### src/hdl/pn2d_pkg.sv
// Shared types, widths and rounding helper for the 2D gradient-noise pipeline.
package pn2d_pkg;

  localparam int GRID_SIZE_DEF       = 128;
  localparam int COORD_FRAC_BITS_DEF = 8;

  // Field widths of the stream payload
  localparam int CRD_W   = 15;
  localparam int IDX_W   = 7;
  localparam int GRAD_W  = 16;
  localparam int NOISE_W = 17;
  localparam int IN_DATA_W  = 80;
  localparam int OUT_DATA_W = 24;

  // Fade datapath widths (Q16)
  localparam int FADE_ONE = 65536;
  localparam int FADE_W   = 18;
  localparam int T_W      = 24;
  localparam int P_W      = 41;

  // Dot product result width (Q14)
  localparam int DOT_W = 18;

  typedef logic signed [GRAD_W-1:0] grad_t;

  // One gradient table entry, x component in the low half
  typedef struct packed {
    grad_t gy;
    grad_t gx;
  } gvec_t;

  // Round a Q16-scaled product to its integer part, half up
  function automatic logic signed [T_W-1:0] rnd16(input logic signed [P_W-1:0] p);
    logic signed [P_W-1:0] s;
    s = (p + P_W'(32768)) >>> 16;
    return s[T_W-1:0];
  endfunction

endpackage

### src/hdl/pn2d_fade.sv
// Pipelined quintic fade 6w^5-15w^4+10w^3 in Q16, Horner form, one product per stage.
module pn2d_fade import pn2d_pkg::*; #(
  parameter int FRAC_BITS = COORD_FRAC_BITS_DEF
) (
  input  logic                     clk_i,
  input  logic                     en_i,
  input  logic [FRAC_BITS-1:0]     frac_i,
  output logic signed [FADE_W-1:0] fade_o
);

  logic signed [16:0]       w_c;
  logic signed [T_W-1:0]    t1_c, t2_c, t3_c, t4_c, t5_c;
  logic signed [P_W-1:0]    p1_d, p2_d, p3_d, p4_d;
  logic signed [P_W-1:0]    p1_q, p2_q, p3_q, p4_q;
  logic signed [16:0]       w2_q, w3_q, w4_q;
  logic signed [FADE_W-1:0] fade_q;

  // Widen the fraction to Q16 and run one Horner step per stage
  always_comb begin
    w_c  = signed'(17'(frac_i) << (16 - FRAC_BITS));
    t1_c = T_W'(w_c) * T_W'(6) - T_W'(15 * FADE_ONE);
    p1_d = t1_c * w_c;
    t2_c = rnd16(p1_q) + T_W'(10 * FADE_ONE);
    p2_d = t2_c * w2_q;
    t3_c = rnd16(p2_q);
    p3_d = t3_c * w3_q;
    t4_c = rnd16(p3_q);
    p4_d = t4_c * w4_q;
    t5_c = rnd16(p4_q);
  end

  // Advance the stages together
  always_ff @(posedge clk_i) begin
    if (en_i) begin
      p1_q   <= p1_d;
      w2_q   <= w_c;
      p2_q   <= p2_d;
      w3_q   <= w2_q;
      p3_q   <= p3_d;
      w4_q   <= w3_q;
      p4_q   <= p4_d;
      fade_q <= FADE_W'(t5_c);
    end
  end

  assign fade_o = fade_q;

endmodule

### config.mk
export PLATFORM = sky130hd
export DESIGN_NAME = pn2d_fade
export DESIGN_NICKNAME = d
export VERILOG_FILES = /design/src/hdl/pn2d_pkg.sv /design/src/hdl/pn2d_fade.sv
export SDC_FILE = /design/constraint.sdc
export NUM_CORES = 2
export LEC_CHECK = 0
export ABC_AREA = 0
export BUFFER_PORTS_ARGS = -buffer_cell sky130_fd_sc_hd__buf_4
export CAP_MARGIN = 20
export CORE_MARGIN = 2
export CORE_UTILIZATION = 30
export CTS_BUF_LIST = sky130_fd_sc_hd__clkbuf_2
export DETAILED_ROUTE_END_ITERATION = 16
export GPL_ROUTABILITY_DRIVEN = 0
export PLACE_DENSITY_LB_ADDON = 0.25
export SETUP_SLACK_MARGIN = 0.3
export SYNTH_ARGS = -nofsm -noshare
export SYNTH_HDL_FRONTEND = slang
export SYNTH_SLANG_ARGS = --single-unit
### constraint.sdc
create_clock -name clk_i -period 9.4 [get_ports clk_i]
set_input_delay 0.47 -clock clk_i [delete_from_list [all_inputs] [get_ports clk_i]]
set_output_delay 0.47 -clock clk_i [all_outputs]
set_load 0.02 [all_outputs]
==> summary.md <==
| Metric | Value |
|---|---|
| R2r setup slk | ~2.3 ns |
| Worst-case clock buffer depth | 2 |
| Crit path kind | register to register |
| Top post-synthesis cells by area | fa_1, edfxtp_1, ha_1, inv_1, and2_1 |
| Vias | 17.1k |
| Synth cell types | 65 |
| 1st-pass router iterations | 4 |
| Final WL | slightly above 50 mm |
| Post-synthesis async set-or-reset flop share | 0% |
| Reg2reg end | p4_q[33] |
| Yosys reg bits | 131 |
| Initial antenna violation count | 2 |
| Starting Density | 30.3% |
| Vias per inst | 4.32 |
| Die area | 90,200 um^2 |
| TNS Setup | 0 ns |
| Syn nets | 3,497 |
| EDFF count, synth | between 100 and 150 |
| GRT Total Usage | 12.3% |
| Layout area overhead | 6.90% |
| Port buffer count | 27 |
| Post-route cell area | 28,200 um^2 |
| Crit. Startpoint | p3_q[17] |
| Type of origin of the critical path | register |
| Worst path most repeated cell | fa_1 |
| Total grt overflow | 0 |
| First-pass GRT wire length | roughly 91 mm |
| Netlist Area Pre-Place | 26,400 um^2 |
| List of most frequent post-synthesis cells | inv_1, fa_1, and2_1, nand2_1, ha_1 |
| Number of global-route vias before repair | 18.8k |
| DR DRC count | 0 |
| Total of max-cap violations | 0 |
| HPWL reported at the end of detailed placement | around 43 mm |
| Resized cells post-CTS | 0 |
| Placed cell area | 27,800 um^2 |
| Crit-path cells | nand4_1, nor4_2, nand3_1, xnor2_1, nand2_1, fa_1, inv_1, fa_1, fa_1, inv_1, fa_1, inv_1, ha_1, a21o_1, a21o_1, o21ai_0, a31oi_1, o41ai_1, o311ai_0, a21oi_1, xnor2_1 |
| Final setup fails | 0 |
| Status | finished clean |
| Final Skew | between 0.05 and 0.06 ns |
| Area share of the largest cell type after synthesis | 36.8% |
| Average routed wire per standard cell | 13.1 um |
| Area leader, netlist | fa_1 |
| H-tree depth | 4 |
| Final Hold Vio Count | 0 |
| Largest net degree at the start of global routing | 71 |
| Fmax | 140 MHz |
| Max transition margin | 30.8% |
| Max stage delay on crit path | ~0.76 ns |
| Yosys Warn Count | 0 |
| FF-to-FF path depth | 21 |
| Post-layout util | approximately 32% |
| Post-layout minimum cycle time | 7.13 ns |
| Final worst-path cycle share | 75.8% |
| RSZ-0062 raised after global routing | false |
| Slowest cell on the critical path | o41ai_1 |
| Die Width | 300 um |
| Die Y | around 300 um |
| Top FF cell, synth | edfxtp_1 |
| # rows | 108 |
| Worst setup path end | p4_q[33] |
| Filler Cell Count | a little over 9k |
| Root buffer cell | clkbuf_2 |
| Synthesized area per cell | about 9.5 um^2 |
| RR Startpoint | p3_q[17] |
| CTS tree | built |
| Critical path data arrival time | around 7.9 ns |
| Clock slew at the register clock pins of the worst setup and hold paths | between 0.2 and 0.3 ns |
| Top-count cell post-synth | inv_1 |
| Ports | 28 |
| Slew Limit Fails | 0 |
| Post-Synthesis Cells | approximately 2.8k |
| Share of cells above drive strength 1 | 3.04% |
| Layout Nets | 3,500 |
| Sequential area share after synthesis | 14.9% |
| Number of clock sinks | 131 |
| Final ANT Viol Nets | 0 |
| Area of the multi-input gates | slightly below 20,000 um^2 |
| Core ar. | 86,900 um^2 |
| CTS buffer count | 17 |
| DR iter-0 viols | 497 |
| Slew @ Worst Pin | 1.04 ns |
| Worst Setup End Kind | register |
| Worst endpoint required time | 10.16 ns |
| Clock latency at the later pin of the worst-skew pair | 0.96 ns |
| Worst hold-check path type | input port to register |
| Critical-path maximum fanout | 8 |
| Register Area | around 3900 um^2 |
## state kept, by name (all words and copies together), names as in the netlist
register  flops
w3_q          8
p2_q         25
w2_q          8
fade_o       18
p1_q         20
p4_q         19
w4_q          8
p3_q         25
## metrics by stage
stage	setup WS (ns)	hold slack [ns]	cells
after floorplan	2.71	0.424	2783
after global placement	2.10	0.552	3913
after detailed placement	2.02	0.560	3913
after CTS	2.12	0.219	3953
after global routing	1.63	0.307	3955
final	2.27	0.389	3955
## worst min path at each step
stage | endpoint | from | slack [ns] | cells past startpoint
after floorplan | w3_q[8] | w2_q[8] | 0.42 | 0
after global placement | fade_o[12] | p4_q[28] | 0.55 | 1
after detailed placement | fade_o[17] | p4_q[33] | 0.56 | 1
after CTS | w2_q[10] | frac_i[2] | 0.22 | 2
after global routing | w2_q[10] | frac_i[2] | 0.31 | 2
final | w2_q[15] | frac_i[7] | 0.39 | 2
## layer usage
| metal | up-vias | share of wire (%) | global-route usage (%) |
|---|---|---|---|
| met5 | - | 0 | 0 |
| met4 | 0 | 1.5 | 3.29 |
| met2 | 97 | 50 | 22.5 |
| met1 | 8546 | 47 | 15.5 |
| li1 | 8409 | - | - |
| met3 | 39 | 1.3 | 1.18 |
## worst max-delay path, delay by kind of cell, from the launching register on
family | cells | cell delay, ns
AO/OA/AOI/OAI | 7 | 2.05
XOR/XNOR | 2 | 0.57
adder cells (fa/ha/maj) | 5 | 2.41
buffers and inverters | 3 | 0.14
flip-flops | 1 | 0.45
AND/OR/NAND/NOR | 4 | 1.34
## layout by cell type, fill, tap and decap left out, drive strengths merged, types with 42 or more instances in the layout
master,count
xnor2,122
ha,220
nor2,75
edfxtp,131
nand3,48
a21oi,42
and2,353
fa,484
nand2,300
inv,675
## layout make-up
| cell class | instances | area share (%) |
|---|---|---|
| multi-input cells | 1921 | 69.8 |
| well taps | 1155 | 5.13 |
| inverters | 672 | 8.95 |
| flip-flops and latches | 131 | 14.0 |
| diodes | 2 | 0.0178 |
| clock inverters | 14 | 0.551 |
| clock buffers | 17 | 0.302 |
| repair buffers | 43 | 1.24 |
## cells by family after synthesis
family / after synthesis / share of synthesized area (%)
DFF: 131 / 14.9
AOI/OAI and AO/OA: 148 / 3.81
adders and majority gates: 704 / 47.2
muxes: 2 / 0.0760
xor gates and xnor gates: 165 / 5.76
buffers and inverters: 731 / 10.4
and+or+nand+nor: 902 / 17.8
## repair_timing
action	4_1_cts	5_1_grt
endpoints found under the hold margin	78	0
hold buffers	9	0
buffers inserted	0	0
Power is not shown: default switching activity piles up to over one toggle a cycle in this logic, so the estimate is an artifact.
