**config.mk**
```make
export PLATFORM = sky130hd
export DESIGN_NAME = pn2d_addr
export DESIGN_NICKNAME = d
export VERILOG_FILES = /design/src/hdl/pn2d_pkg.sv /design/src/hdl/pn2d_addr.sv
export SDC_FILE = /design/constraint.sdc
export NUM_CORES = 1
export LEC_CHECK = 0
export ABC_AREA = 0
export BUFFER_PORTS_ARGS = -buffer_cell sky130_fd_sc_hd__buf_2
export CAP_MARGIN = 15
export CORE_UTILIZATION = 40
export CTS_CLUSTER_DIAMETER = 200
export CTS_CLUSTER_SIZE = 12
export DETAILED_ROUTE_END_ITERATION = 8
export PLACE_DENSITY = 0.7
export SETUP_SLACK_MARGIN = 0.1
export SLEW_MARGIN = 0
export SYNTH_ARGS = -nofsm -noshare
export SYNTH_HDL_FRONTEND = slang
export SYNTH_SLANG_ARGS = --single-unit
```
**constraint.sdc**
```tcl
create_clock -name clk_i -period 1.7 [get_ports clk_i]
set_input_delay 0.255 -clock clk_i [delete_from_list [all_inputs] [get_ports clk_i]]
set_output_delay 0.255 -clock clk_i [all_outputs]
set_load 0.1 [all_outputs]
```
**src/hdl/pn2d_pkg.sv**
```systemverilog
// Shared types, widths and rounding helper for the 2D gradient-noise pipeline.
package pn2d_pkg;

  localparam int GRID_SIZE_DEF       = 128;
  localparam int COORD_FRAC_BITS_DEF = 8;

  // Field widths of the stream payload
  localparam int CRD_W   = 15;
  localparam int IDX_W   = 7;
  localparam int GRAD_W  = 16;
  localparam int NOISE_W = 17;
  localparam int IN_DATA_W  = 80;
  localparam int OUT_DATA_W = 24;

  // Fade datapath widths (Q16)
  localparam int FADE_ONE = 65536;
  localparam int FADE_W   = 18;
  localparam int T_W      = 24;
  localparam int P_W      = 41;

  // Dot product result width (Q14)
  localparam int DOT_W = 18;

  typedef logic signed [GRAD_W-1:0] grad_t;

  // One gradient table entry, x component in the low half
  typedef struct packed {
    grad_t gy;
    grad_t gx;
  } gvec_t;

  // Round a Q16-scaled product to its integer part, half up
  function automatic logic signed [T_W-1:0] rnd16(input logic signed [P_W-1:0] p);
    logic signed [P_W-1:0] s;
    s = (p + P_W'(32768)) >>> 16;
    return s[T_W-1:0];
  endfunction

endpackage

```
**src/hdl/pn2d_addr.sv**
```systemverilog
// Corner index wrap, table address generation and gradient write path.
module pn2d_addr import pn2d_pkg::*; #(
  parameter int GRID_SIZE       = GRID_SIZE_DEF,
  parameter int COORD_FRAC_BITS = COORD_FRAC_BITS_DEF,
  localparam int AW             = $clog2(GRID_SIZE * GRID_SIZE)
) (
  input  logic             clk_i,
  input  logic             rst_ni,
  input  logic             en_i,
  input  logic             valid_i,
  input  logic             op_i,
  input  logic [CRD_W-1:0] coord_x_i,
  input  logic [CRD_W-1:0] coord_y_i,
  input  logic [IDX_W-1:0] grad_col_i,
  input  logic [IDX_W-1:0] grad_row_i,
  input  gvec_t            wr_vec_i,
  output logic             wr_en_o,
  output logic [AW-1:0]    wr_addr_o,
  output gvec_t            wr_data_o,
  output logic [AW-1:0]    rd_addr_o [4]
);

  localparam int IW    = $clog2(GRID_SIZE);
  localparam int CW    = CRD_W + 1;
  localparam int K     = 26;
  localparam int RECIP = (2 ** K + GRID_SIZE - 1) / GRID_SIZE;
  localparam int QW    = CW + K;

  logic [CW-1:0] idx_c [4];
  logic [QW-1:0] prod_c [4];
  logic [CW-1:0] idx2_q [4];
  logic [CW-1:0] quo2_q [4];
  logic [IW-1:0] rem3_q [4];
  logic [AW-1:0] rd4_q [4];
  logic          wen2_q, wen3_q, wen4_q;
  logic          inrange_c;
  logic [AW-1:0] wa_c, wa2_q, wa3_q, wa4_q;
  gvec_t         wd2_q, wd3_q, wd4_q;

  // Corner indices x0, x0+1, y0, y0+1 and their quotients by the grid size
  always_comb begin
    idx_c[0] = CW'(coord_x_i >> COORD_FRAC_BITS);
    idx_c[1] = idx_c[0] + CW'(1);
    idx_c[2] = CW'(coord_y_i >> COORD_FRAC_BITS);
    idx_c[3] = idx_c[2] + CW'(1);
    for (int i = 0; i < 4; i++) begin
      prod_c[i] = QW'(idx_c[i]) * QW'(RECIP);
    end
    inrange_c = (32'(grad_col_i) < 32'(GRID_SIZE)) && (32'(grad_row_i) < 32'(GRID_SIZE));
    wa_c      = AW'(32'(grad_col_i) * 32'(GRID_SIZE) + 32'(grad_row_i));
  end

  // Quotient, remainder and address stages
  always_ff @(posedge clk_i) begin
    if (en_i) begin
      for (int i = 0; i < 4; i++) begin
        idx2_q[i] <= idx_c[i];
        quo2_q[i] <= prod_c[i][QW-1:K];
        rem3_q[i] <= IW'(idx2_q[i] - CW'(quo2_q[i] * CW'(GRID_SIZE)));
      end
      rd4_q[0] <= AW'(rem3_q[0]) * AW'(GRID_SIZE) + AW'(rem3_q[2]);
      rd4_q[1] <= AW'(rem3_q[1]) * AW'(GRID_SIZE) + AW'(rem3_q[2]);
      rd4_q[2] <= AW'(rem3_q[0]) * AW'(GRID_SIZE) + AW'(rem3_q[3]);
      rd4_q[3] <= AW'(rem3_q[1]) * AW'(GRID_SIZE) + AW'(rem3_q[3]);
      wa2_q <= wa_c;
      wa3_q <= wa2_q;
      wa4_q <= wa3_q;
      wd2_q <= wr_vec_i;
      wd3_q <= wd2_q;
      wd4_q <= wd3_q;
    end
  end

  // Write strobe travels with its transaction; drop writes outside the grid
  always_ff @(posedge clk_i or negedge rst_ni) begin
    if (!rst_ni) begin
      wen2_q <= 1'b0;
      wen3_q <= 1'b0;
      wen4_q <= 1'b0;
    end else if (en_i) begin
      wen2_q <= valid_i && !op_i && inrange_c;
      wen3_q <= wen2_q;
      wen4_q <= wen3_q;
    end
  end

  assign wr_en_o   = wen4_q;
  assign wr_addr_o = wa4_q;
  assign wr_data_o = wd4_q;
  assign rd_addr_o = rd4_q;

endmodule

```
==> results of run 1 <==
## final timing paths
kind	from	endpoint	slack (ns)	cells after the start
max	wr_data_o[28]	wr_data_o[28]	0.18	1
min	coord_y_i[8]	idx2_q[2][0]	0.02	1
max reg2reg	wen3_q	wr_en_o	0.93	1
min reg2reg	rem3_q[1][5]	rd_addr_o[40]	0.41	0
max in group asynchronous	rst_ni	wen2_q	1.48	2
min in group asynchronous	rst_ni	wr_en_o	0.12	2
## where the power goes
part / switching [W] / internal, W
Combinational: 0.00134 / 0.000298
Clock: 0.00178 / 0.00244
Sequential: 0.000103 / 0.00656
Total: 0.00322 / 0.00930
## logic make-up after synthesis
family          after synthesis
flops                       225
compound gates                1
simple gates                 12
buf+inv                      31
mux                           2
xor+xnor                     10
fa+ha+maj                     2
## synth_stat cells
library cell,number
edfxtp_1,222
buf_4,28
xnor2_1,6
nand3_1,5
xor2_1,4
dfrtp_1,3
inv_1,3
and3_1,2
ha_1,2
mux2_2,2
and3_4,1
nand2_1,1
nand3_2,1
nand3b_1,1
nor2_1,1
o21ai_0,1
## per-layer routing
metal	share of wire [%]	wire length [um]
met1	37	4000
met2	53	5670
met3	7.3	782
met4	2.3	245
met5	0	0
## registers in the layout (all words and copies together) (netlist names)
register and flops:
wa2_q 14, rd_addr_o 28, wr_addr_o 14, wa3_q 14
wd2_q 32, wr_data_o 32, wr_en_o 1, wd3_q 32
wen2_q 1, idx2_q 28, wen3_q 1, rem3_q 28
## metrics by stage
stage / cell area (um2) / total power (W)
after global placement: 8270 / 0.00829
after CTS: 9460 / 0.0127
after detailed placement: 8270 / 0.00833
final: 9460 / 0.0125
after floorplan: 7280 / 0.00799
after global routing: 9460 / 0.0129
## layout make-up
cell class,instances,area (um2),share of cell area (%)
Clock inverter,1,5.00,0.0529
Tap cell,225,282,2.98
Multi-Input combinational cell,27,214,2.26
Timing Repair Buffer,238,1600,16.9
Inverter,3,11.3,0.119
Clock buffer,31,606,6.40
Sequential cell,225,6740,71.3
==> qor.csv, run 1 <==
stage,metric,value,unit
cells_and_area,stdcell_count,750,
die,initial_core_util,41.2,%
drt,drt-vias-per-instance,4.28,
worst_setup_path,crit_fanout,1,
clocking,clkTransAtPathRegs,0.06,ns
synth,synth_top_family_by_area,buffers and inverters,
drt,route.detailed.drc,0,
drt,first_pass_iters,4,
clocking,clock_path_buffers,3,
cells_and_area,n_antenna_cell,0,
worst_setup_path,cp.arrival,1.27,ns
global_route,use_met2,21.0,%
power_and_ir_drop,cellLeakagePower,3.60,nW
sta,final-max-slew-violation-count,0,
cells_and_area,fillers,1347,
sta,fin_crit,1.52,ns
place,dp_hpwl,6.63,mm
cells_and_area,post-route-util,54.3,%
sta,hold_viol_final,0,
sta,whs,0.0206,ns
synth,ys_seq_elements,225,
place,portBuffers,167,
place,place_ws,0.418,ns
global_route,antenna_found_initial,0,
synth,netlist_area,7180,um2
global_route,use_met1,11.6,%
sta,setup_violations,0,
place,gp_congestion,0.653,
synth,avgSynthCellArea,25.4,um2
synth,synth-xor-area-share,1.22,%
die,die_h,136,um
worst_setup_path,required,1.44,ns
clocking,htree_levels,1,
run,cap_viol_max_count,0,
synth,synth_compound_gate_area_share,0.0697,%
sta,slew_headroom,64.5,%
clocking,cts_hold_buf,58,
die,die_area,18500,um2
sta,fmax,657,MHz
worst_setup_path,critPathBufInv,1,
global_route,grt_overflow,0,
place,dp_cells,660,
worst_setup_path,cp-end-kind,output port,
cells_and_area,area_growth,31.8,%
clocking,clock_sinks,225,
synth,synth_top_area_share,92.9,%
clocking,cts_tree,done,
synth,synth_area_leaders,"edfxtp_1 93%, buf_4 2.9%, dfrtp_1 1.0%, xnor2_1 0.73%, xor2_1 0.49%",
die,row_count,48,
synth,yosys_warnings,0,
sta,rsz0062_at_grt,no,
synth,ys_seq_area_share,93.9,%
drt,vias,3209,
worst_setup_path,path_cells,buf_2,
global_route,grt_pass1_wl,15.8,mm
synth,synth.net_count,366,
clocking,post_cts_buffers,0,
die,core,17400,um2
cells_and_area,layout_common_cells,"222 x edfxtp_1, 166 x buf_2, 58 x dlygate4sd3_1",
drt,drt_iter0_drc,191,
clocking,post_cts_resized,0,
sta,setup_tns,0,ns
synth,yosys.area_share.simple,1.03,%
drt,drtAntennaViolNets,0,
synth,synthMuxAreaShare,0.314,%
drt,wl_per_cell,14.3,um
clocking,cts_inserted_buffers,22,
cells_and_area,fin_nets,600,
hold_path,hp-class,input pin to flop,
sta,tightest_slew,0.536,ns
global_route,busiest_layer,met2,
synth,synth_adder_area_share,0.349,%
power_and_ir_drop,ir_worst_vdd,767,uV
cells_and_area,final_common_cell,edfxtp_1,
synth,yosysTopAreaCell,edfxtp_1,
die,die_w,136,um
global_route,grt_max_degree,50,
clocking,cts_root_buf,clkbuf_16,
global_route,grt_pass1_vias,3218,
run_status,status,"finished, final reports clean",
worst_setup_path,max_stage_delay,0.43,ns
synth,synth_cells,283,
cells_and_area,drive_above_1_share,39.6,%
synth,synth_cell_types,16,
drt,drt_wl_total,10.7,mm
sta,fin_skew,0.0113,ns
global_route,grt_use_met3,3.62,%
clocking,insertion_delay,0.49,ns
worst_setup_path,cpLargestDelayFamily,buffers and inverters,
power_and_ir_drop,p_per_area,1320,nW/um2
worst_setup_path,path_class,flop to output port,
sta,post-route-period-util,89.5,%
global_route,grt_usage,11.3,%
die,ios,184,
worst_setup_path,cp-start-kind,flop,
sta,worst_slack,0.179,ns
worst_setup_path,crit_slowest_cell,buf_2,
No activity file was read; power rests on OpenSTA's default activity.
==> run 2: changes to the inputs <==
--- a/config.mk
+++ b/config.mk
@@ -12,7 +12,6 @@
 export CTS_CLUSTER_DIAMETER = 200
 export CTS_CLUSTER_SIZE = 12
 export DETAILED_ROUTE_END_ITERATION = 8
-export PLACE_DENSITY = 0.7
 export SETUP_SLACK_MARGIN = 0.1
 export SLEW_MARGIN = 0
 export SYNTH_ARGS = -nofsm -noshare
==> qor.csv, run 2 (synthesis gave the netlist of run 1 again) <==
stage,metric,value,unit
clocking,cts_tree,done,
place,portBuffers,167,
power_and_ir_drop,power_switching,0.00319,W
die,ios,184,
cells_and_area,layout_common_cells,"222 x edfxtp_1, 166 x buf_2, 60 x dlygate4sd3_1",
cells_and_area,stdcell_count,744,
power_and_ir_drop,total_power,0.0124,W
run_status,status,"finished, final reports clean",
power_and_ir_drop,p_per_area,1320,nW/um2
sta,fin_crit,1.53,ns
worst_setup_path,required,1.44,ns
place,gp_congestion,0.645,
sta,tightest_slew,0.524,ns
drt,wl_per_cell,14.1,um
worst_setup_path,worstSetupPathDepth,1,
drt,drtAntennaViolNets,0,
worst_setup_path,path_class,flop to output port,
drt,drt-vias-per-instance,4.32,
sta,hold_viol_final,0,
hold_path,hold_depth,1,
global_route,antenna_found_initial,0,
clocking,post_cts_buffers,0,
drt,vias,3213,
worst_setup_path,critPathBufInv,1,
power_and_ir_drop,sw_frac_of_total,25.7,%
clocking,cts_inserted_buffers,22,
global_route,use_met1,13.0,%
drt,route.detailed.drc,0,
worst_setup_path,r2r_cells,1,
clocking,clock_sinks,225,
die,die_area,18500,um2
worst_setup_path,cpLargestDelayFamily,buffers and inverters,
worst_setup_path,cp-start-kind,flop,
sta,setup_violations,0,
drt,drt_iter0_drc,149,
global_route,grt_max_degree,61,
die,die_h,136,um
die,die_w,136,um
cells_and_area,fillers,1380,
sta,setup_tns,0,ns
hold_path,hp-class,input pin to flop,
cells_and_area,fin_nets,602,
place,dp_hpwl,6.36,mm
place,dp_cells,660,
clocking,clkTransAtPathRegs,0.06,ns
power_and_ir_drop,p_int,0.00922,W
global_route,busiest_layer,met2,
sta,post-route-period-util,90.3,%
worst_setup_path,cp-end-kind,output port,
global_route,grt_use_met3,3.13,%
sta,fmax,652,MHz
clocking,cts_root_buf,clkbuf_16,
sta,rsz0062_at_grt,no,
global_route,grt_pass1_wl,15.8,mm
drt,drt_wl_total,10.5,mm
global_route,grt_overflow,0,
sta,fin_skew,0.00664,ns
cells_and_area,area_growth,30.9,%
power_and_ir_drop,clockPowerShare,33.2,%
power_and_ir_drop,p_seq_share,53.7,%
run,cap_viol_max_count,0,
worst_setup_path,cp.arrival,1.28,ns
power_and_ir_drop,ir_worst_vdd,882,uV
cells_and_area,final_common_cell,edfxtp_1,
clocking,insertion_delay,0.49,ns
clocking,clock_path_buffers,3,
power_and_ir_drop,comb_power_share,13.1,%
clocking,post_cts_resized,0,
cells_and_area,drive_above_1_share,40.1,%
cells_and_area,seq_area,6740,um2
global_route,grt_pass1_vias,3174,
cells_and_area,multi_input_area,214,um2
drt,first_pass_iters,4,
power_and_ir_drop,cellLeakagePower,3.58,nW
worst_setup_path,max_stage_delay,0.44,ns
global_route,grt_usage,11.3,%
worst_setup_path,crit_slowest_cell,buf_2,
clocking,cts_hold_buf,60,
cells_and_area,n_antenna_cell,0,
die,row_count,48,
die,initial_core_util,41.2,%
sta,final-max-slew-violation-count,0,
worst_setup_path,crit_fanout,1,
sta,slew_headroom,65.3,%
clocking,htree_levels,1,
worst_setup_path,path_cells,buf_2,
global_route,use_met2,19.3,%
die,core,17400,um2
## run 2: changes by cell type in the layout (fill, tap and decap cells not counted), sizes merged
cell         change
dlygate4sd3      +2
clkbuf           -8
## run 2: final timing paths
| kind | start | end | slack (ns) |
|---|---|---|---|
| max | wr_data_o[1] | wr_data_o[1] | 0.17 |
| min | coord_y_i[12] | idx2_q[2][4] | 0.02 |
| max reg2reg | wen2_q | wen3_q | 0.95 |
| min reg2reg | wa3_q[0] | wr_addr_o[0] | 0.41 |
| max in group asynchronous | rst_ni | wen3_q | 1.49 |
| min in group asynchronous | rst_ni | wen2_q | 0.10 |
## run 2: final cells by class
class                           count  area share [%]
Tap cell                          225            3.00
Timing Repair Buffer              240            16.7
Sequential cell                   225            71.7
Inverter                            3           0.120
Multi-Input combinational cell     27            2.28
Clock buffer                       23            6.12
Clock inverter                      1          0.0533
## run 2: per-layer routing
| layer | vias to the layer above | share of wire, % |
|---|---|---|
| li1 | 1538 | - |
| met5 | - | 0 |
| met2 | 130 | 51 |
| met1 | 1521 | 39 |
| met4 | 0 | 2.9 |
| met3 | 24 | 7.2 |
## run 2: metrics by stage
step	instance area [um2]	utilization, %	hold slack (ns)	setup WS [ns]
2_1_floorplan	7280	-	-0.0406	0.185
3_3_place_gp	8220	47.2	0.0495	0.451
3_5_place_dp	8220	47.2	0.0534	0.419
4_1_cts	9400	54.0	0.00232	0.129
5_1_grt	9400	54.0	0.00768	0.108
6_report	9400	54.0	0.0248	0.165
## run 2: power by group through the flow
stage	logic (W)	registers [W]	clock network [W]
detailed placement	0.00152	0.00679	0
floorplan	0.000416	0.00758	0
CTS	0.00163	0.00667	0.00428
global placement	0.00151	0.00676	0
global route	0.00168	0.00670	0.00447
finish	0.00162	0.00667	0.00412
